$ cat src/rtl/laser_scan_landmark_clusterer_macros.svh
// ----------------------------------------------------------------------------
// Assertion macros for the landmark clusterer
// Clocked on i_clk and switched off while i_rst_n is low.
// ----------------------------------------------------------------------------
`ifndef LASER_SCAN_LANDMARK_CLUSTERER_MACROS_SVH
`define LASER_SCAN_LANDMARK_CLUSTERER_MACROS_SVH

// Same-cycle implication.
`define LSLC_ASSERT_NOW(label, ante, cons, msg) \
    label: assert property (@(posedge i_clk) disable iff (!i_rst_n) (ante) |-> (cons)) \
        else $error(msg);

// Next-cycle implication.
`define LSLC_ASSERT_NXT(label, ante, cons, msg) \
    label: assert property (@(posedge i_clk) disable iff (!i_rst_n) (ante) |=> (cons)) \
        else $error(msg);

`endif

$ cat src/rtl/lslc_pkg.sv
`timescale 1ns / 1ps
// ----------------------------------------------------------------------------
// lslc_pkg
// Shared types, constants and helper functions of the landmark clusterer.
// ----------------------------------------------------------------------------
package lslc_pkg;

    // Default sizes.
    localparam int MAX_BEAMS_DEF   = 1024;
    localparam int QUEUE_DEPTH_DEF = 4;

    // Configuration register indexes.
    localparam logic [2:0] REG_RANGE_MIN   = 3'd0;
    localparam logic [2:0] REG_RANGE_MAX   = 3'd1;
    localparam logic [2:0] REG_ANGLE_START = 3'd2;
    localparam logic [2:0] REG_ANGLE_STEP  = 3'd3;
    localparam logic [2:0] REG_MOUNT_COS   = 3'd4;
    localparam logic [2:0] REG_MOUNT_SIN   = 3'd5;
    localparam logic [2:0] REG_MOUNT_X     = 3'd6;
    localparam logic [2:0] REG_MOUNT_Y     = 3'd7;

    // Fixed-point constants (2^24 per turn inside the CORDIC units).
    localparam logic signed [25:0] QUARTER_T = 26'sd4194304;
    localparam logic signed [25:0] HALF_T    = 26'sd8388608;
    localparam logic signed [23:0] INV_GAIN  = 24'sd39797;
    localparam logic signed [47:0] JOIN_D2   = 48'sd167773;
    localparam logic signed [45:0] PUSH_MAG  = 46'sd52429;
    localparam logic [20:0]        MIN_PAD   = 21'd20;
    localparam logic [10:0]        COUNT_FULL = 11'd2047;

    typedef struct packed {
        logic        [19:0] min_range;
        logic        [19:0] max_range;
        logic signed [15:0] angle_start;
        logic signed [15:0] angle_step;
        logic signed [15:0] mount_cos;
        logic signed [15:0] mount_sin;
        logic signed [21:0] mount_x;
        logic signed [21:0] mount_y;
    } t_cfg;

    // One closed cluster handed from the front to the back.
    typedef struct packed {
        logic [31:0] sum_x;
        logic [31:0] sum_y;
        logic [10:0] count;
        logic        last;
    } t_job;

    // CORDIC angle table, 2^24 per turn.
    function automatic logic signed [25:0] atan_lut(input logic [3:0] i);
        logic signed [25:0] v;
        case (i)
            4'd0:    v = 26'sd2097152;
            4'd1:    v = 26'sd1238021;
            4'd2:    v = 26'sd654136;
            4'd3:    v = 26'sd332050;
            4'd4:    v = 26'sd166669;
            4'd5:    v = 26'sd83416;
            4'd6:    v = 26'sd41718;
            4'd7:    v = 26'sd20860;
            4'd8:    v = 26'sd10430;
            4'd9:    v = 26'sd5215;
            4'd10:   v = 26'sd2608;
            4'd11:   v = 26'sd1304;
            4'd12:   v = 26'sd652;
            4'd13:   v = 26'sd326;
            4'd14:   v = 26'sd163;
            default: v = 26'sd81;
        endcase
        return v;
    endfunction

    // Saturate to the signed 22-bit coordinate range.
    function automatic logic signed [21:0] sat22(input logic signed [47:0] v);
        logic signed [21:0] r;
        if (v > 48'sd2097151) begin
            r = 22'sd2097151;
        end else if (v < -48'sd2097152) begin
            r = -22'sd2097152;
        end else begin
            r = v[21:0];
        end
        return r;
    endfunction

endpackage

$ cat src/rtl/lslc_if.sv
`timescale 1ns / 1ps
// ----------------------------------------------------------------------------
// lslc interfaces
// Beam input, landmark output and configuration write channels.
// ----------------------------------------------------------------------------
interface lslc_beam_if;
    logic        valid;
    logic        ready;
    logic [19:0] beam_range;
    logic        beam_no_return;
    logic        last_beam;
    modport source (output valid, beam_range, beam_no_return, last_beam, input ready);
    modport sink   (input valid, beam_range, beam_no_return, last_beam, output ready);
endinterface


$ cat src/rtl/lslc_front.sv
`timescale 1ns / 1ps
// ----------------------------------------------------------------------------
// lslc_front
// Takes beams, turns kept ones into robot-frame points and grows clusters.
// ----------------------------------------------------------------------------
`include "laser_scan_landmark_clusterer_macros.svh"

module lslc_front import lslc_pkg::*; #(
    parameter int MAX_BEAMS = MAX_BEAMS_DEF
) (
    input  logic        i_clk,
    input  logic        i_rst_n,
    lslc_beam_if.sink   i_beam,
    input  t_cfg        i_cfg,
    output t_job        o_job,
    output logic        o_job_valid,
    input  logic        i_job_full
);
    localparam int IW = $clog2(MAX_BEAMS);

    localparam logic [3:0] S_IDLE = 4'd0;
    localparam logic [3:0] S_ANG  = 4'd1;
    localparam logic [3:0] S_PRE  = 4'd2;
    localparam logic [3:0] S_ROT  = 4'd3;
    localparam logic [3:0] S_GX   = 4'd4;
    localparam logic [3:0] S_GY   = 4'd5;
    localparam logic [3:0] S_M0   = 4'd6;
    localparam logic [3:0] S_M1   = 4'd7;
    localparam logic [3:0] S_M2   = 4'd8;
    localparam logic [3:0] S_M3   = 4'd9;
    localparam logic [3:0] S_M4   = 4'd10;
    localparam logic [3:0] S_D0   = 4'd11;
    localparam logic [3:0] S_D1   = 4'd12;
    localparam logic [3:0] S_DEC  = 4'd13;
    localparam logic [3:0] S_FIN  = 4'd14;

    logic [3:0]         r_state;
    logic [IW-1:0]      r_idx;
    logic               r_last;
    logic [19:0]        r_rng;
    logic [15:0]        r_ang;
    logic signed [31:0] r_x;
    logic signed [31:0] r_y;
    logic signed [25:0] r_z;
    logic [3:0]         r_it;
    logic signed [23:0] r_lx;
    logic signed [23:0] r_ly;
    logic signed [47:0] r_acc;
    logic signed [21:0] r_px;
    logic signed [21:0] r_py;
    logic               r_open;
    logic [31:0]        r_sx;
    logic [31:0]        r_sy;
    logic [10:0]        r_cnt;
    logic signed [21:0] r_prevx;
    logic signed [21:0] r_prevy;

    logic signed [23:0] mul_a;
    logic signed [32:0] mul_b;
    logic signed [56:0] mul_p;
    logic signed [56:0] rnd24;
    logic signed [23:0] dxw;
    logic signed [23:0] dyw;
    logic signed [25:0] z0;
    logic signed [31:0] mag;
    logic signed [31:0] x_sh;
    logic signed [31:0] y_sh;
    logic signed [25:0] tab;
    logic               keep;
    logic               brk;

    // Rounds acc >> 14, adds the offset and clamps to the coordinate range.
    function automatic logic signed [21:0] mount_fix(input logic signed [47:0] acc,
                                                     input logic signed [21:0] off);
        logic signed [47:0] t;
        t = ((acc + 48'sd8192) >>> 14) + 48'(off);
        return sat22(t);
    endfunction

    assign i_beam.ready = (r_state == S_IDLE);

    assign keep = !i_beam.beam_no_return
               && ({1'b0, i_beam.beam_range} >= ({1'b0, i_cfg.min_range} + MIN_PAD))
               && (i_beam.beam_range <= i_cfg.max_range);

    assign dxw   = 24'(r_px) - 24'(r_prevx);
    assign dyw   = 24'(r_py) - 24'(r_prevy);
    assign z0    = {{2{r_ang[15]}}, r_ang, 8'd0};
    assign mag   = {4'd0, r_rng, 8'd0};
    assign x_sh  = r_x >>> r_it;
    assign y_sh  = r_y >>> r_it;
    assign tab   = atan_lut(r_it);
    assign brk   = r_open && (r_acc >= JOIN_D2);
    assign rnd24 = mul_p + (57'sd1 <<< 23);

    // Shared multiplier operand selection.
    always_comb begin
        mul_a = '0;
        mul_b = '0;
        case (r_state)
            S_ANG: begin
                mul_a = 24'(i_cfg.angle_step);
                mul_b = 33'(r_idx);
            end
            S_GX: begin
                mul_a = INV_GAIN;
                mul_b = 33'(r_x);
            end
            S_GY: begin
                mul_a = INV_GAIN;
                mul_b = 33'(r_y);
            end
            S_M0: begin
                mul_a = r_lx;
                mul_b = 33'(i_cfg.mount_cos);
            end
            S_M1: begin
                mul_a = r_ly;
                mul_b = 33'(i_cfg.mount_sin);
            end
            S_M2: begin
                mul_a = r_lx;
                mul_b = 33'(i_cfg.mount_sin);
            end
            S_M3: begin
                mul_a = r_ly;
                mul_b = 33'(i_cfg.mount_cos);
            end
            S_D0: begin
                mul_a = dxw;
                mul_b = 33'(dxw);
            end
            S_D1: begin
                mul_a = dyw;
                mul_b = 33'(dyw);
            end
            default: begin
                mul_a = '0;
                mul_b = '0;
            end
        endcase
    end

    assign mul_p = mul_a * mul_b;

    // Cluster closes go out to the queue.
    assign o_job_valid = !i_job_full
                      && (((r_state == S_DEC) && brk)
                       || ((r_state == S_FIN) && r_last && r_open));
    assign o_job = '{sum_x: r_sx, sum_y: r_sy, count: r_cnt, last: (r_state == S_FIN)};

    // Beam sequencer.
    always_ff @(posedge i_clk) begin
        if (!i_rst_n) begin
            r_state <= S_IDLE;
            r_idx   <= '0;
            r_open  <= 1'b0;
            r_sx    <= '0;
            r_sy    <= '0;
            r_cnt   <= '0;
        end else begin
            case (r_state)
                S_IDLE: begin
                    if (i_beam.valid) begin
                        r_rng   <= i_beam.beam_range;
                        r_last  <= i_beam.last_beam || (r_idx == IW'(MAX_BEAMS - 1));
                        r_state <= keep ? S_ANG : S_FIN;
                    end
                end
                S_ANG: begin
                    r_ang   <= i_cfg.angle_start + mul_p[15:0];
                    r_state <= S_PRE;
                end
                S_PRE: begin
                    // Fold the angle into the right half-plane.
                    r_y  <= '0;
                    r_it <= '0;
                    if (z0 > QUARTER_T) begin
                        r_x <= -mag;
                        r_z <= z0 - HALF_T;
                    end else if (z0 < -QUARTER_T) begin
                        r_x <= -mag;
                        r_z <= z0 + HALF_T;
                    end else begin
                        r_x <= mag;
                        r_z <= z0;
                    end
                    r_state <= S_ROT;
                end
                S_ROT: begin
                    if (!r_z[25]) begin
                        r_x <= r_x - y_sh;
                        r_y <= r_y + x_sh;
                        r_z <= r_z - tab;
                    end else begin
                        r_x <= r_x + y_sh;
                        r_y <= r_y - x_sh;
                        r_z <= r_z + tab;
                    end
                    r_it <= r_it + 1'b1;
                    if (r_it == 4'd15) begin
                        r_state <= S_GX;
                    end
                end
                S_GX: begin
                    r_lx    <= rnd24[47:24];
                    r_state <= S_GY;
                end
                S_GY: begin
                    r_ly    <= rnd24[47:24];
                    r_state <= S_M0;
                end
                S_M0: begin
                    r_acc   <= mul_p[47:0];
                    r_state <= S_M1;
                end
                S_M1: begin
                    r_acc   <= r_acc - mul_p[47:0];
                    r_state <= S_M2;
                end
                S_M2: begin
                    r_px    <= mount_fix(r_acc, i_cfg.mount_x);
                    r_acc   <= mul_p[47:0];
                    r_state <= S_M3;
                end
                S_M3: begin
                    r_acc   <= r_acc + mul_p[47:0];
                    r_state <= S_M4;
                end
                S_M4: begin
                    r_py    <= mount_fix(r_acc, i_cfg.mount_y);
                    r_state <= r_open ? S_D0 : S_DEC;
                end
                S_D0: begin
                    r_acc   <= mul_p[47:0];
                    r_state <= S_D1;
                end
                S_D1: begin
                    r_acc   <= r_acc + mul_p[47:0];
                    r_state <= S_DEC;
                end
                S_DEC: begin
                    // A break waits for room in the queue.
                    if (!(brk && i_job_full)) begin
                        if (brk || !r_open) begin
                            r_open <= 1'b1;
                            r_sx   <= 32'(r_px);
                            r_sy   <= 32'(r_py);
                            r_cnt  <= 11'd1;
                        end else if (r_cnt < COUNT_FULL) begin
                            r_sx  <= r_sx + 32'(r_px);
                            r_sy  <= r_sy + 32'(r_py);
                            r_cnt <= r_cnt + 1'b1;
                        end
                        r_prevx <= r_px;
                        r_prevy <= r_py;
                        r_state <= S_FIN;
                    end
                end
                S_FIN: begin
                    if (r_last) begin
                        if (!(r_open && i_job_full)) begin
                            r_open  <= 1'b0;
                            r_sx    <= '0;
                            r_sy    <= '0;
                            r_cnt   <= '0;
                            r_idx   <= '0;
                            r_state <= S_IDLE;
                        end
                    end else begin
                        r_idx   <= r_idx + 1'b1;
                        r_state <= S_IDLE;
                    end
                end
                default: begin
                    r_state <= S_IDLE;
                end
            endcase
        end
    end

    // Checks on the front sequencer.
    `LSLC_ASSERT_NOW(a_push_room, o_job_valid, !i_job_full, "push into a full queue")
    `LSLC_ASSERT_NXT(a_busy_after_take, i_beam.valid && i_beam.ready, !i_beam.ready,
                     "front ready right after taking a beam")
    `LSLC_ASSERT_NOW(a_idx_bound, r_state == S_IDLE, r_idx <= IW'(MAX_BEAMS - 1),
                     "beam index past the scan limit")
    `LSLC_ASSERT_NOW(a_open_count, r_open, r_cnt != '0, "open cluster with zero count")
endmodule

$ cat src/flat_wrapper.sv
// flat-port wrapper written by rule: the top's interface ports become plain ports
module lslc_front_flat import lslc_pkg::*;
#(
    parameter int MAX_BEAMS = MAX_BEAMS_DEF
)
  (i_clk, i_rst_n, i_cfg, o_job, o_job_valid, i_job_full, i_beam_valid, i_beam_beam_range, i_beam_beam_no_return, i_beam_last_beam, i_beam_ready);
  lslc_beam_if i_beam_i ();
  input  logic i_clk;
  input  logic i_rst_n;
  input  t_cfg i_cfg;
  output t_job o_job;
  output logic o_job_valid;
  input  logic i_job_full;
  input wire logic [$bits(i_beam_i.valid)-1:0] i_beam_valid;
  input wire logic [$bits(i_beam_i.beam_range)-1:0] i_beam_beam_range;
  input wire logic [$bits(i_beam_i.beam_no_return)-1:0] i_beam_beam_no_return;
  input wire logic [$bits(i_beam_i.last_beam)-1:0] i_beam_last_beam;
  output wire logic [$bits(i_beam_i.ready)-1:0] i_beam_ready;
  assign i_beam_i.valid = i_beam_valid;
  assign i_beam_i.beam_range = i_beam_beam_range;
  assign i_beam_i.beam_no_return = i_beam_beam_no_return;
  assign i_beam_i.last_beam = i_beam_last_beam;
  assign i_beam_ready = i_beam_i.ready;
  lslc_front #(.MAX_BEAMS(MAX_BEAMS)) u_core (.i_clk(i_clk), .i_rst_n(i_rst_n), .i_beam(i_beam_i), .i_cfg(i_cfg), .o_job(o_job), .o_job_valid(o_job_valid), .i_job_full(i_job_full));
endmodule
$ cat config.mk
export PLATFORM = sky130hd
export DESIGN_NAME = lslc_front_flat
export DESIGN_NICKNAME = d
export VERILOG_FILES = /design/src/rtl/lslc_pkg.sv /design/src/rtl/lslc_if.sv /design/src/rtl/lslc_front.sv /design/src/flat_wrapper.sv
export VERILOG_INCLUDE_DIRS = /design/src /design/src/rtl
export SDC_FILE = /design/constraint.sdc
export NUM_CORES = 2
export LEC_CHECK = 0
export ABC_CLOCK_PERIOD_IN_PS = 11920
export BUFFER_PORTS_ARGS = -buffer_cell sky130_fd_sc_hd__buf_4
export CORE_ASPECT_RATIO = 1.75
export CORE_MARGIN = 2
export CORE_UTILIZATION = 59
export DETAILED_ROUTE_END_ITERATION = 10
export PLACE_DENSITY = 0.8
export SETUP_SLACK_MARGIN = 0.2
export SLEW_MARGIN = 20
export SYNTH_ARGS = -nofsm -noshare
export SYNTH_HDL_FRONTEND = slang
export SYNTH_SLANG_ARGS = --single-unit
$ cat constraint.sdc
create_clock -name i_clk -period 11.92 [get_ports i_clk]
set_input_delay 1.192 -clock i_clk [delete_from_list [all_inputs] [get_ports i_clk]]
set_output_delay 1.192 -clock i_clk [all_outputs]
set_load 0.05 [all_outputs]
==> results.yml <==
synthesis:
  synth_cell_type_count: 104
  synth.avg_cell_area_sq_um: 8.579
  synthTopCellsByArea: "fa_1, edfxtp_1, ha_1, nand2_1, inv_1"
  yosysWarnings: 0
  synth_edf_count: 315
  synth_top_area_frac: 0.2168
  yosysMostFrequentCell: "nand2_1"
  synth_common_cells: "nand2_1, inv_1, fa_1"
  ys_seq_area_frac: 0.1802
  synthArstFlopShare: 0
  synth-main-ff-cell: "edfxtp_1"
  yosys.area.top_type: "fa_1"
  syn_area_sq_um: 64920
  synth_cells: 7568
  syn_nets: 8970
  ys_ff_latch: 427
sta:
  fmax_mhz: 81.52
  hold_ws_ns: 0.4749
  fin_ws_ns: -0.3463
  hold_violations: 0
  relSlewSlack: 0.1398
  setup_viol: 6
  drv_slew: 0
  rsz0062_at_grt: "yes"
  skew_ns: 0.03272
  fin_crit_ns: 12.27
  fin_crit_sh: 1.029
  worst_pin_slew_ns: 1.284
outcome:
  status: "complete, but fails checks"
  violations: "setup timing"
setup_path:
  critPathSlowestCell: "fa_1"
  cp-start-kind: "flop"
  slowest_delay_ns: 0.60
  cp-end-kind: "flop"
  crit_top_cell: "buf_4"
  cp.required_ns: 12.28
  crit_arrival_ns: 12.62
  path_class: "flop to flop"
  crit_fanout: 9
die:
  die-width_um: 254.8
  start_util: 0.5924
  coreArea_sq_um: 109600
  die_area_sq_um: 112800
  pin_count: 252
  die_h_um: 442.8
  num_rows: 161
grt:
  grtUsageMet2: 0.7516
  antenna_found_initial: 12
  grt_busiest_layer: "met2"
  gr-total-overflow: 0
  grt_pass1_wl_mm: 374.3
  grt_max_degree: 98
  grtUsageTotal: 0.4470
  met3_usage: 0.08243
  grt_pass1_vias: 64331
  use_met1: 0.4550
cts:
  cts_tree: "built"
  cts_buffers: 42
  cts_root_buf: "clkbuf_16"
  path_clk_slew_ns: 0.07
  cts_sinks: 427
  clk_latency_ns: 0.62
  cts_buffer_depth: 3
  cts_max_level: 2
hold_path:
  hold_class: "flop to flop"
layout:
  area_growth_pct: 22.19
  seq_area_sq_um: 11700
  n_fill_cell: 8441
  final_cells: 10068
  num-nets-final: 9962
  drive_above_1_share: 0.2053
  fin_area_sq_um: 79330
  multi_input_area_sq_um: 49960
detailed_routing:
  wirelength_mm: 255.9
  ant_nets: 0
  drt_iter0_markers: 5810
  first_pass_iters: 10
  detail_route.wl_per_cell_um: 25.41
  route.detailed.drc: 0
  dr_total_vias: 62360
  vias_per_cell: 6.194
placed_design:
  placedInstanceArea_sq_um: 75490
  dp_hpwl_mm: 206.0
  dp_cells: 9894
  port_buffers: 251
  place_congestion: 1.075
flow_run:
  cap_violations: 0
-- cell families (layout without fill, tap and decap cells) --
group,count (synthesis),count (layout),share of synthesized area
AND/OR/NAND/NOR,2396,2396,0.1719
AO/OA/AOI/OAI,1567,1567,0.1529
buffers and inverters,1307,2332,0.07641
adder cells (fa/ha/maj),1228,1228,0.3179
XOR/XNOR,519,519,0.07034
flip-flops,427,427,0.1802
multiplexers,124,124,0.03024
other,0,8,0
-- flip-flops by register name, indices dropped and copies added (netlist names), 24 cells and up --
| name | flops |
|---|---|
| u_core.r_x | 32 |
| u_core.r_acc | 48 |
| u_core.r_lx | 24 |
| u_core.r_sx | 32 |
| u_core.r_sy | 32 |
| u_core.r_z | 26 |
| u_core.r_y | 32 |
| u_core.r_ly | 24 |
-- worst max-delay path, delay by kind of cell, from the launching register on --
family | cells | cell delay [ns]
fa+ha+maj | 10 | 4.58
compound gates | 13 | 2.77
buf+inv | 19 | 2.29
simple gates | 10 | 1.40
xor+xnor | 3 | 0.46
flops | 1 | 0.32
mux | 1 | 0.16
-- final cells by class --
cell class              count  area share
diodes                      8   0.0002523
clock buffers              50     0.01442
clock inverters            27    0.002744
inverters                1006     0.04772
multi-input cells        5834      0.6297
flip-flops and latches    427      0.1475
well taps                1467     0.02314
repair buffers           1249      0.1345
-- repair_timing --
item	in CTS	in global routing
hold buffers	0	0
endpoints found under the setup margin	18	28
resized for setup	162	221
cloned	2	2
setup buffers	38	47
pin swaps	108	164
-- cells in the final DEF (no fill, tap or decap), types with 55 or more instances in the layout --
cell      Yosys  final
buf_4         4   1124
o21ai_0     328    299
edfxtp_1    315    315
dfxtp_1     112    112
fa_1        703    673
nand2b_1     69     67
a21oi_1     487    457
nand2_1    1018   1004
xnor2_1     310    300
nand3_1     124    110
inv_1      1003    973
xor2_1      207    201
nor3_1      128    118
ha_1        525    493
and3_1       70     64
and2_1      129    125
nor2_1      506    492
a21o_1      149    147
buf_12        0     87
a31oi_1      71     64
nand4_1      55     55
mux4_2       56     56
o21a_1       72     69
nor2b_1      66     62
-- stage by stage --
| step | setup TNS (ns) | util | worst slack [ns] |
|---|---|---|---|
| finish | -1.199 | 0.7239 | -0.3463 |
| global route | -5.807 | 0.7238 | -0.7067 |
| CTS | -0.8305 | 0.7106 | -0.3273 |
| detailed placement | -5.359 | 0.6888 | -0.8108 |
| global placement | -3.485 | 0.6888 | -0.6495 |
| floorplan | 0 | - | 0.1729 |
-- per-layer routing --
metal	part of all wire	routed length, um
met2	0.48	122100
met5	0.00011	29
met3	0.079	20300
met1	0.32	81170
met4	0.13	32280
-- worst paths after layout --
check / from / endpoint / slack [ns] / cells past startpoint
max: u_core.r_prevx[9] / u_core.r_acc[47] / -0.35 / 56
min: u_core.r_sy[29] / u_core.r_sy[29] / 0.47 / 2
max reg2reg: u_core.r_prevx[9] / u_core.r_acc[47] / -0.35 / 56
min reg2reg: u_core.r_sy[29] / u_core.r_sy[29] / 0.47 / 2
Power is not shown: default switching activity piles up to over one toggle a cycle in this logic, so the estimate is an artifact.
