`config.mk`:
```
export PLATFORM = sky130hd
export DESIGN_NAME = lslc_queue
export DESIGN_NICKNAME = d
export VERILOG_FILES = /design/src/rtl/laser_scan_landmark_clusterer_macros.svh /design/src/rtl/lslc_pkg.sv /design/src/rtl/lslc_queue.sv
export SDC_FILE = /design/constraint.sdc
export NUM_CORES = 1
export LEC_CHECK = 0
export BUFFER_PORTS_ARGS = -buffer_cell sky130_fd_sc_hd__buf_2
export CAP_MARGIN = 10
export CORE_MARGIN = 4
export CORE_UTILIZATION = 40
export CTS_BUF_LIST = sky130_fd_sc_hd__clkbuf_16
export DETAILED_ROUTE_END_ITERATION = 7
export GPL_TIMING_DRIVEN = 1
export PLACE_DENSITY = 0.59
export SYNTH_ARGS = -nofsm -noshare
export SYNTH_HDL_FRONTEND = slang
export SYNTH_SLANG_ARGS = --single-unit
```
`constraint.sdc`:
```
create_clock -name i_clk -period 4.15 [get_ports i_clk]
set_input_delay 0.415 -clock i_clk [delete_from_list [all_inputs] [get_ports i_clk]]
set_output_delay 0.415 -clock i_clk [all_outputs]
set_load 0.005 [all_outputs]
```
`src/rtl/laser_scan_landmark_clusterer_macros.svh`:
```
// ----------------------------------------------------------------------------
// Assertion macros for the landmark clusterer
// Clocked on i_clk and switched off while i_rst_n is low.
// ----------------------------------------------------------------------------
`ifndef LASER_SCAN_LANDMARK_CLUSTERER_MACROS_SVH
`define LASER_SCAN_LANDMARK_CLUSTERER_MACROS_SVH

// Same-cycle implication.
`define LSLC_ASSERT_NOW(label, ante, cons, msg) \
    label: assert property (@(posedge i_clk) disable iff (!i_rst_n) (ante) |-> (cons)) \
        else $error(msg);

// Next-cycle implication.
`define LSLC_ASSERT_NXT(label, ante, cons, msg) \
    label: assert property (@(posedge i_clk) disable iff (!i_rst_n) (ante) |=> (cons)) \
        else $error(msg);

`endif

```
`src/rtl/lslc_pkg.sv`:
```
`timescale 1ns / 1ps
// ----------------------------------------------------------------------------
// lslc_pkg
// Shared types, constants and helper functions of the landmark clusterer.
// ----------------------------------------------------------------------------
package lslc_pkg;

    // Default sizes.
    localparam int MAX_BEAMS_DEF   = 1024;
    localparam int QUEUE_DEPTH_DEF = 4;

    // Configuration register indexes.
    localparam logic [2:0] REG_RANGE_MIN   = 3'd0;
    localparam logic [2:0] REG_RANGE_MAX   = 3'd1;
    localparam logic [2:0] REG_ANGLE_START = 3'd2;
    localparam logic [2:0] REG_ANGLE_STEP  = 3'd3;
    localparam logic [2:0] REG_MOUNT_COS   = 3'd4;
    localparam logic [2:0] REG_MOUNT_SIN   = 3'd5;
    localparam logic [2:0] REG_MOUNT_X     = 3'd6;
    localparam logic [2:0] REG_MOUNT_Y     = 3'd7;

    // Fixed-point constants (2^24 per turn inside the CORDIC units).
    localparam logic signed [25:0] QUARTER_T = 26'sd4194304;
    localparam logic signed [25:0] HALF_T    = 26'sd8388608;
    localparam logic signed [23:0] INV_GAIN  = 24'sd39797;
    localparam logic signed [47:0] JOIN_D2   = 48'sd167773;
    localparam logic signed [45:0] PUSH_MAG  = 46'sd52429;
    localparam logic [20:0]        MIN_PAD   = 21'd20;
    localparam logic [10:0]        COUNT_FULL = 11'd2047;

    typedef struct packed {
        logic        [19:0] min_range;
        logic        [19:0] max_range;
        logic signed [15:0] angle_start;
        logic signed [15:0] angle_step;
        logic signed [15:0] mount_cos;
        logic signed [15:0] mount_sin;
        logic signed [21:0] mount_x;
        logic signed [21:0] mount_y;
    } t_cfg;

    // One closed cluster handed from the front to the back.
    typedef struct packed {
        logic [31:0] sum_x;
        logic [31:0] sum_y;
        logic [10:0] count;
        logic        last;
    } t_job;

    // CORDIC angle table, 2^24 per turn.
    function automatic logic signed [25:0] atan_lut(input logic [3:0] i);
        logic signed [25:0] v;
        case (i)
            4'd0:    v = 26'sd2097152;
            4'd1:    v = 26'sd1238021;
            4'd2:    v = 26'sd654136;
            4'd3:    v = 26'sd332050;
            4'd4:    v = 26'sd166669;
            4'd5:    v = 26'sd83416;
            4'd6:    v = 26'sd41718;
            4'd7:    v = 26'sd20860;
            4'd8:    v = 26'sd10430;
            4'd9:    v = 26'sd5215;
            4'd10:   v = 26'sd2608;
            4'd11:   v = 26'sd1304;
            4'd12:   v = 26'sd652;
            4'd13:   v = 26'sd326;
            4'd14:   v = 26'sd163;
            default: v = 26'sd81;
        endcase
        return v;
    endfunction

    // Saturate to the signed 22-bit coordinate range.
    function automatic logic signed [21:0] sat22(input logic signed [47:0] v);
        logic signed [21:0] r;
        if (v > 48'sd2097151) begin
            r = 22'sd2097151;
        end else if (v < -48'sd2097152) begin
            r = -22'sd2097152;
        end else begin
            r = v[21:0];
        end
        return r;
    endfunction

endpackage

```
`src/rtl/lslc_queue.sv`:
```
`timescale 1ns / 1ps
// ----------------------------------------------------------------------------
// lslc_queue
// Small FIFO of closed clusters between the beam front and the landmark back.
// ----------------------------------------------------------------------------
module lslc_queue import lslc_pkg::*; #(
    parameter int DEPTH = QUEUE_DEPTH_DEF
) (
    input  logic i_clk,
    input  logic i_rst_n,
    input  logic i_push,
    input  t_job i_job,
    output logic o_full,
    input  logic i_pop,
    output t_job o_job,
    output logic o_empty
);
    localparam int AW = $clog2(DEPTH);

    t_job            r_mem [DEPTH];
    logic [AW-1:0]   r_wr;
    logic [AW-1:0]   r_rd;
    logic [AW:0]     r_cnt;

    assign o_full  = (r_cnt == (AW+1)'(DEPTH));
    assign o_empty = (r_cnt == '0);
    assign o_job   = r_mem[r_rd];

    // Storage write.
    always_ff @(posedge i_clk) begin
        if (i_push) begin
            r_mem[r_wr] <= i_job;
        end
    end

    // Pointers and fill count.
    always_ff @(posedge i_clk) begin
        if (!i_rst_n) begin
            r_wr  <= '0;
            r_rd  <= '0;
            r_cnt <= '0;
        end else begin
            if (i_push) begin
                r_wr <= r_wr + 1'b1;
            end
            if (i_pop) begin
                r_rd <= r_rd + 1'b1;
            end
            if (i_push && !i_pop) begin
                r_cnt <= r_cnt + 1'b1;
            end else if (!i_push && i_pop) begin
                r_cnt <= r_cnt - 1'b1;
            end
        end
    end
endmodule

```
==> results of run 1 <==
cell usage in the layout (no fill, tap or decap), types with 2 or more instances in the layout:
cell | Yosys | final
mux2i_1 | 2 | 2
clkbuf_16 | 0 | 37
buf_2 | 5 | 157
clkinv_1 | 0 | 7
nor2b_1 | 2 | 2
xnor2_1 | 2 | 2
bufinv_16 | 0 | 2
dfxtp_4 | 0 | 2
buf_4 | 3 | 9
and2_4 | 0 | 4
edfxtp_1 | 304 | 304
and2_1 | 9 | 5
inv_1 | 4 | 12
xor2_1 | 3 | 3
clkinv_2 | 0 | 6
dfxtp_1 | 9 | 7
clkinvlp_4 | 0 | 2
mux4_2 | 76 | 76
ha_1 | 5 | 5
per-stage QoR:
step | area (um2) | std cells
after floorplan | 11500 | 440
after global placement | 12600 | 968
after detailed placement | 12600 | 968
after CTS | 13700 | 1030
after global routing | 13700 | 1030
final | 13700 | 1030
worst max-delay path, stage by stage (launching register included):
cell and delay [ns]:
dfxtp_4 0.86, buf_4 0.42, mux4_2 0.55, buf_2 0.14
routing by layer:
| layer | vias to the layer above | share of wire |
|---|---|---|
| li1 | 2258 | - |
| met1 | 2680 | 0.42 |
| met2 | 152 | 0.49 |
| met3 | 39 | 0.069 |
| met4 | 8 | 0.018 |
| met5 | - | 0.0025 |
power by group through the flow:
stage	Clock (mW)	Combinational (mW)	Sequential [mW]
6_report	2.86	0.577	3.70
3_5_place_dp	0	0.595	3.78
5_1_grt	3.09	0.633	3.72
3_3_place_gp	0	0.582	3.76
4_1_cts	2.95	0.597	3.71
2_1_floorplan	0	0.369	3.73
cell families (layout without fill, tap and decap cells):
| family | Yosys count | count (layout) | synth area share |
|---|---|---|---|
| buffers and inverters | 21 | 233 | 0.0162 |
| multiplexers | 78 | 78 | 0.151 |
| AND/OR/NAND/NOR | 15 | 15 | 0.00797 |
| adder cells (fa/ha/maj) | 6 | 6 | 0.00721 |
| AO/OA/AOI/OAI | 2 | 2 | 0.00109 |
| XOR/XNOR | 5 | 5 | 0.00382 |
| flip-flops | 313 | 313 | 0.813 |
layout make-up:
| type | instances | area share |
|---|---|---|
| Clock buffer | 37 | 0.0674 |
| Clock inverter | 25 | 0.0117 |
| Inverter | 4 | 0.00109 |
| Multi-Input combinational cell | 106 | 0.144 |
| Sequential cell | 313 | 0.678 |
| Tap cell | 378 | 0.0344 |
| Timing Repair Buffer | 167 | 0.0636 |
state kept, by name (all words and copies together), names as in the netlist, named ones only:
name and flops:
r_cnt 3, r_mem 304, r_wr 2, r_rd 2
worst paths after layout:
check | end | slack (ns) | from | depth (start not counted)
setup / recovery | o_job[73] | 1.24 | register | 3
setup reg to reg | r_mem[1][18] | 2.04 | r_wr[1] | 4
hold reg to reg | r_cnt[2] | 0.55 | r_cnt[2] | 2
hold / removal | r_mem[2][48] | 0.13 | i_job[48] | 1
==> impl_results.md, run 1 <==
* Critical Path Fanout Max at 37
* Synth warn at 0
* Max-slew violation count at 0
* Antenna diode count at 0
* Final Core Density at 0.490
* Clock power frac at 0.400
* Met2 usage at 0.224
* Cell Int Power at 5.66 mW
* Routability congestion estimate at 0.760
* Top cells by area, synth: edfxtp_1 80%, mux4_2 15%, dfxtp_1 1.6%
* CTS clk-pin slew, worst paths at ~0.06 ns
* Layout cells sized above 1 at 0.454
* Max Cap Violations at 0
* Synthesized cell area at roughly 0.011 mm2
* Die area at between 0.03 and 0.04 mm2
* Pre-CTS setup slack at 1.64 ns
* Min Tclk post-route at 2.91 ns
* IO Port Bufs at between 150 and 200
* Worst Setup Start Kind: register
* Synth cell count leaders: 304 x edfxtp_1, 76 x mux4_2, 9 x and2_1, 9 x dfxtp_1
* Fmax at between 300 and 400 MHz
* Yosys top cell by area: edfxtp_1
* Number of cell rows at between 60 and 70
* Initial DRT Pass Iterations at 4
* I/O pin cnt at around 160
* Root Driver: clkbuf_16
* Top-count cell post-synth: edfxtp_1
* Inserted Clock Buffers at 34
* Largest net degree at the start of global routing at about 60
* Post-DR vias/cell at around 5
* GRT busiest layer: met2
* Setup crit end kind: primary output
* Htree depth at 2
* Post-route clock period utilization at 0.702
* Final HPWL DP at roughly 13000 um
* Initial antenna violation count at 4
* EDFF count, synth at approximately 300
* Gr ovfl total at 0
* Post-CTS setup buffers at 0
* Seq pwr share at 0.519
* Slew @ Worst Pin at between 0.9 and 1 ns
* WP data required at about 3.7 ns
* Clock Tree Buf Depth at 3
* Clock skew at approximately 0.0097 ns
* Final-report hold violation count at 0
* Routing usage on met1 at 0.178
* Initial Utilization at 0.409
* Met3 Use GR at 0.0410
* Relative slew slack at 0.383
* VDD IR-drop max at 308 uV
* Hold WS at around 0.13 ns
* Final setup vio count at 0
* Syn Nets at ~530
* WP data arrival at 2.50 ns
* Post-route ant nets at 0
* Via count at between 5000 and 6000
* Comb pwr share at 0.081
* CP Class: register to primary output
* Initial DRC Count at approximately 280
* Area share of the largest cell type after synthesis at 0.797
* RSZ-0062 raised after global routing: no
* #FFs+latches synth at 313
* Worst hold path type: input port to register
* Final wirelength at between 20000 and 25000 um
* Setup_tns at 0 ns
* Mapped Cells at 440
* Post-synth top flop: edfxtp_1
* Fill count at about 2300
* Drt drc at 0
* Die W at about 180 um
* Area Overhead vs Synth at 19.9%
* Final net count at around 710
* Psw at about 1.5 mW
* Die Y at ~180 um
* First-pass GRT wire length at between 30000 and 40000 um
* Post-CTS resize count at 0
* Hold_buf cts at 0
* Total power at approximately 7 mW
* Core Region at around 0.028 mm2
* Net Sw Frac at 0.208
* Storage element area at between 0.009 and 0.01 mm2
* Area taken by multi-input logic gates at 0.00197 mm2
* CTS Sinks at around 310
* Static leakage at roughly 4.7 nW
* PnR worst setup slack at 1.24 ns
* Clk_lat worst skew at a little under 0.5 ns
* Vias in the first global route at 5647
* Drt wl/cell at 20.5 um
* Total GRT Usage at 0.136
* Power Density at between 500 and 600 mW/mm2
* Netlist cell types at 22
* TritonCTS clock tree: yes
* FFs w/ async S/R, synth at 0
* Register area share after synthesis at 0.813
* Outcome: complete, no violations
* Avg Inst Size Synth at ~26 um2
No activity file was read; power rests on OpenSTA's default activity.
==> run 2: changes to the inputs <==
- clock period: 4.15 -> 2.9 ns (I/O delays scaled with it)
==> run 2 against run 1 <==
Sequential power grew 43%. Sequential cell count is the same. Setup slack got worse by 0.77 ns. Hold slack worse by 0.11 ns. Wire length up 5.5%. Design area grew 6.4%. Register-to-register slack lost 0.92 ns. Final cell count grew 6.8%. Power increased by 50%. Via count up 4.6%. Largest power group unchanged.
==> impl_results.md, run 2 (synthesized netlist as in run 1, its figures left out) <==
* Relative slew slack at 0.600 (+0.217)
* Fmax at approximately 400 MHz
* Outcome: complete, no violations
* Post-route insts no fill at 1100 (+6.8%)
* Min Tclk post-route at 2.43 ns
* Number of cell rows at 61 (unchanged)
* Antenna diode count at 0 (unchanged)
* Inserted Clock Buffers at 34 (unchanged)
* Post-DR vias/cell at 4.89 (-2.0%)
* Top flop regs: r_mem (304), r_cnt (3)
* Final wirelength at 22300 um (+5.5%)
* Final Core Density at 0.522 (+0.0314)
* Routability congestion estimate at 0.714 (-6.1%)
* TritonCTS clock tree: yes
* Final HPWL DP at 13300 um (+4.1%)
* Worst hold path type: input port to register
* Slowest stage cell, crit path: dfxtp_4
* IO Port Bufs at 157 (unchanged)
* Most frequent cells in the layout: 304 x edfxtp_1, 157 x buf_2, 76 x mux4_2
* Layout cells sized above 1 at 0.416 (-0.0385)
* Inst Count DP at 971 (+0.31%)
* Power Density at 734 mW/mm2 (+41%)
* I/O pin cnt at 158 (unchanged)
* Root Driver: clkbuf_16
* Final-report hold violation count at 0 (unchanged)
* Drt drc at 0 (unchanged)
* Die W at 177 um (unchanged)
* Setup crit end kind: primary output
* Worst Setup Start Kind: register
* Clk_lat worst skew at 0.50 ns (about the same)
* Bufs and invs on worst path at 2 (unchanged)
* Max-slew violation count at 0 (unchanged)
* Initial DRT Pass Iterations at 4 (unchanged)
* VDD IR-drop max at 439 uV (+43%)
* Slowest stage delay, CP at 0.60 ns (-0.26 ns)
* Die area at 0.0314 mm2 (unchanged)
* Final setup vio count at 0 (unchanged)
* WP data required at 2.61 ns (-1.12 ns)
* Post-route ant nets at 0 (unchanged)
* Clock Tree Buf Depth at 3 (unchanged)
* Post-route clock period utilization at 0.839
* CTS clk-pin slew, worst paths at 0.06 ns (about the same)
* Final net count at 782 (+9.8%)
* Drt wl/cell at 20.3 um (-1.2%)
* Critical Path Fanout Max at 18 (-51%)
* CTS Sinks at 313 (unchanged)
* Initial antenna violation count at 0 (-4)
* WP data arrival at 2.14 ns (-0.36 ns)
* First-pass GRT wire length at 34300 um (+5.4%)
* Die Y at 177 um (unchanged)
* Core Region at 0.0280 mm2 (unchanged)
* PnR worst setup slack at 0.466 ns (-0.772 ns)
* Total GRT Usage at 0.143 (+0.00715)
* Vias in the first global route at 5935 (+5.1%)
* RSZ-0062 raised after global routing: no
* Hold WS at 0.0255 ns (-0.108 ns)
* CP Cell Sequence: buf_4 -> mux4_2 -> buf_2
* Area Overhead vs Synth at 27.6%
* Htree depth at 2 (unchanged)
* Initial Utilization at 0.409 (unchanged)
* Gr ovfl total at 0 (unchanged)
* Largest net degree at the start of global routing at 50 (-15%)
* Setup_tns at 0 ns (unchanged)
* Static leakage at 5.03 nW (+8.0%)
* Clock skew at 0.0116 ns (+0.00196 ns)
* CP Class: register to primary output
* Initial DRC Count at 398 (+43%)
* Max Cap Violations at 0 (unchanged)
* Pre-CTS setup slack at 0.946 ns (-0.694 ns)
* Slew @ Worst Pin at 0.601 ns (-0.325 ns)
* Max FFs per register at 304 (unchanged)
* Critical path's top delay family: flip-flops
* Reg with most FFs: r_mem
* Most common cell after layout, fill and taps aside: edfxtp_1
* Via count at 5375 (+4.6%)
run 2: layout make-up:
class | instances | area (um2)
Fill cell | 2239 | 13400
Sequential cell | 313 | 9320
Multi-Input combinational cell | 106 | 1970
Timing Repair Buffer | 237 | 1640
Clock buffer | 37 | 926
Tap cell | 378 | 473
Clock inverter | 25 | 273
Inverter | 4 | 15.0
run 2: power breakdown:
group          internal, mW  switching, mW
sequential             5.19         0.0815
clock                  2.84           1.66
combinational         0.508          0.445
run 2: worst reg2reg max path: stages (launching register included):
cell and delay (ns):
dfxtp_1 0.34, inv_1 0.09, ha_1 0.16, and2_4 0.54, buf_12 0.32
run 2: per-stage QoR:
stage               cell area (um2)  power, mW
global placement              12700       6.25
global route                  14600       11.2
floorplan                     11500       5.87
finish                        14600       10.7
CTS                           14600       10.9
detailed placement            12700       6.29
run 2: layer usage:
layer	vias to the layer above	global-route usage	wire length, um
li1	2389	-	-
met1	2778	0.187	9340
met2	168	0.241	11000
met3	40	0.0365	1560
met4	0	0.0387	439
met5	-	0	0
run 2: final timing paths:
check	start	endpoint	slack (ns)	cells past startpoint
setup reg to reg	r_wr[1]	r_mem[1][49]	1.12	4
hold reg to reg	r_cnt[2]	r_cnt[2]	0.54	2
setup / recovery	register	o_job[9]	0.47	3
hold / removal	i_job[44]	r_mem[1][44]	0.03	1
run 2: repair_timing:
item / CTS / global route
buffers inserted: 0 / 0
hold buffers: 66 / 1
endpoints found under the hold margin: 258 / 4
gates resized for setup: 0 / 0
==> run 3: changes to the inputs <==
- clock period: 2.9 -> 2.45 ns (I/O delays scaled with it)
==> run 3 against run 2 <==
Sequential power up 18%. Critical endpoint is now o_job[36]. Via count up 1.3%. Die area unchanged. Final cell count up 0.82%. Clock skew up 0.0021 ns.
==> impl_results.md, run 3 (synthesized netlist as in run 1, its figures left out) <==
* Slew @ Worst Pin at 0.541 ns (-0.0597 ns)
* Max-slew violation count at 0 (unchanged)
* Setup crit end kind: primary output
* Final setup vio count at 0 (unchanged)
* Total GRT Usage at 0.141 (-0.00167)
* Most common cell after layout, fill and taps aside: edfxtp_1
* Initial DRC Count at 335 (-16%)
* Static leakage at 5.07 nW (+0.85%)
* Top flop regs: r_mem (304), r_cnt (3)
* Power Density at 853 mW/mm2 (+16%)
* Setup_tns at 0 ns (unchanged)
* Max Cap Violations at 0 (unchanged)
* Fmax at around 450 MHz
* Worst Setup Start Kind: register
* PnR worst setup slack at 0.223 ns (-0.244 ns)
* Worst R2R Setup Slack at 0.74 ns (-0.38 ns)
* Reg with most FFs: r_mem
* I/O pin cnt at 158 (unchanged)
* CP Cell Sequence: buf_12 -> mux4_2 -> buf_2
* Relative slew slack at 0.639 (+0.0398)
* Inserted Clock Buffers at 35 (+2.9%)
* Hold Crit Endpoint: r_rd[0]
* VDD IR-drop max at 641 uV (+46%)
* Hold WS at 0.0663 ns (+0.0408 ns)
* Layout cells sized above 1 at 0.412 (-0.00375)
* TritonCTS clock tree: yes
* Drt drc at 0 (unchanged)
* Final net count at 793 (+1.4%)
* Area Overhead vs Synth at 28.5%
* Final HPWL DP at 13200 um (-1.3%)
* Post-DR vias/cell at 4.91 (+0.48%)
* WP data arrival at 1.98 ns (-0.16 ns)
* Die Y at 177 um (unchanged)
* Most frequent cells in the layout: 304 x edfxtp_1, 157 x buf_2, 76 x mux4_2, 76 x dlygate4sd3_1, 37 x clkbuf_16
* Initial DRT Pass Iterations at 4 (unchanged)
* R2r worst-path depth at 4 (unchanged)
* Worst hold path type: input port to register
* CTS Sinks at 313 (unchanged)
* Reg2reg start: r_wr[0]
* Max FFs per register at 304 (unchanged)
* CP Class: register to primary output
* IO Port Bufs at 157 (unchanged)
* Drt wl/cell at 19.8 um (-2.3%)
* Via count at 5445 (+1.3%)
* Clock skew at 0.0138 ns (+0.00213 ns)
* Number of cell rows at 61 (unchanged)
* RSZ-0062 raised after global routing: no
* Fill count at 2219 (-0.89%)
* Min Tclk post-route at about 2.2 ns
* Storage element area at 0.00932 mm2 (unchanged)
* WHS Path Cells at 2 (+1)
* Pre-CTS setup slack at 0.605 ns (-0.341 ns)
* Largest net degree at the start of global routing at 51 (+2.0%)
* Vias in the first global route at 6070 (+2.3%)
* Reg2Reg Capture Point: r_mem[0][33]
* Inst Count DP at 972 (+0.10%)
* Clk_lat worst skew at 0.49 ns (about the same)
* Final-report hold violation count at 0 (unchanged)
* Slowest stage delay, CP at 0.58 ns (-0.02 ns)
* Initial antenna violation count at 0 (unchanged)
* HP Start: i_rst_n
* Outcome: complete, no violations
* Initial Utilization at 0.409 (unchanged)
* Post-route clock period utilization at 0.909
* WP data required at 2.20 ns (-0.41 ns)
* Area taken by multi-input logic gates at 0.00197 mm2 (unchanged)
* Post-route insts no fill at 1109 (+0.82%)
* First-pass GRT wire length at 34400 um (+0.20%)
* Core Region at 0.0280 mm2 (unchanged)
* Critical Path Fanout Max at 47 (+29)
* Final wirelength at 22000 um (-1.5%)
* CTS clk-pin slew, worst paths at 0.06 ns (about the same)
* Antenna diode count at 0 (unchanged)
* Slowest stage cell, crit path: mux4_2
* Gr ovfl total at 0 (unchanged)
* Clock Tree Buf Depth at 3 (unchanged)
* Die W at 177 um (unchanged)
* Post-route ant nets at 0 (unchanged)
* Root Driver: clkbuf_16
* Htree depth at 2 (unchanged)
* Die area at 0.0314 mm2 (unchanged)
* Routability congestion estimate at 0.710 (-0.56%)
* Post-CTS resize count at 0 (unchanged)
run 3: cell types whose count changed in the layout (fill, tap and decap cells not counted), sizes merged:
cell         before  now
bufinv            6    5
dlygate4sd3      67   76
buf             170  171
run 3: final cells by class:
class | instances | share of cell area
Multi-Input combinational cell | 106 | 0.134
Clock buffer | 37 | 0.0629
Timing Repair Buffer | 247 | 0.122
Sequential cell | 313 | 0.633
Inverter | 4 | 0.00102
Tap cell | 378 | 0.0321
Clock inverter | 24 | 0.0156
run 3: worst max-delay path, delay by kind of cell (launching register included):
family | cells | cell delay [ns]
buf+inv | 2 | 0.46
mux | 1 | 0.58
flops | 1 | 0.37
run 3: metrics by stage:
stage	utilization	instance area (um2)	total power [mW]
3_5_place_dp	0.457	12800	7.45
5_1_grt	0.526	14700	13.1
3_3_place_gp	0.457	12800	7.41
4_1_cts	0.526	14700	12.8
6_report	0.526	14700	12.6
2_1_floorplan	-	11500	6.94
run 3: worst max-delay path by stage:
stage                        to  cells past startpoint
global placement       r_cnt[2]                      7
detailed placement     r_cnt[2]                      7
CTS                   o_job[36]                      3
floorplan           r_mem[2][0]                      3
global route          o_job[61]                      3
finish                o_job[36]                      3
run 3: what timing repair did:
action,CTS,global route
setup buffers,0,0
endpoints found under the hold margin,304,0
hold buffers,76,0
run 3: routing by layer:
metal	GRT usage	part of all wire	vias up
met1	0.185	0.41	2828
met5	0	0	-
met4	0.0380	0.020	0
met2	0.242	0.51	164
met3	0.0320	0.064	36
li1	-	-	2417
run 3: where the power goes:
group          leakage, nW  total, mW  internal (mW)  switching (mW)
clock network        0.608       5.16           3.24            1.93
logic                 1.59       1.18          0.621           0.562
registers             2.87       6.21           6.15          0.0643
total                 5.07       12.6           10.0            2.55
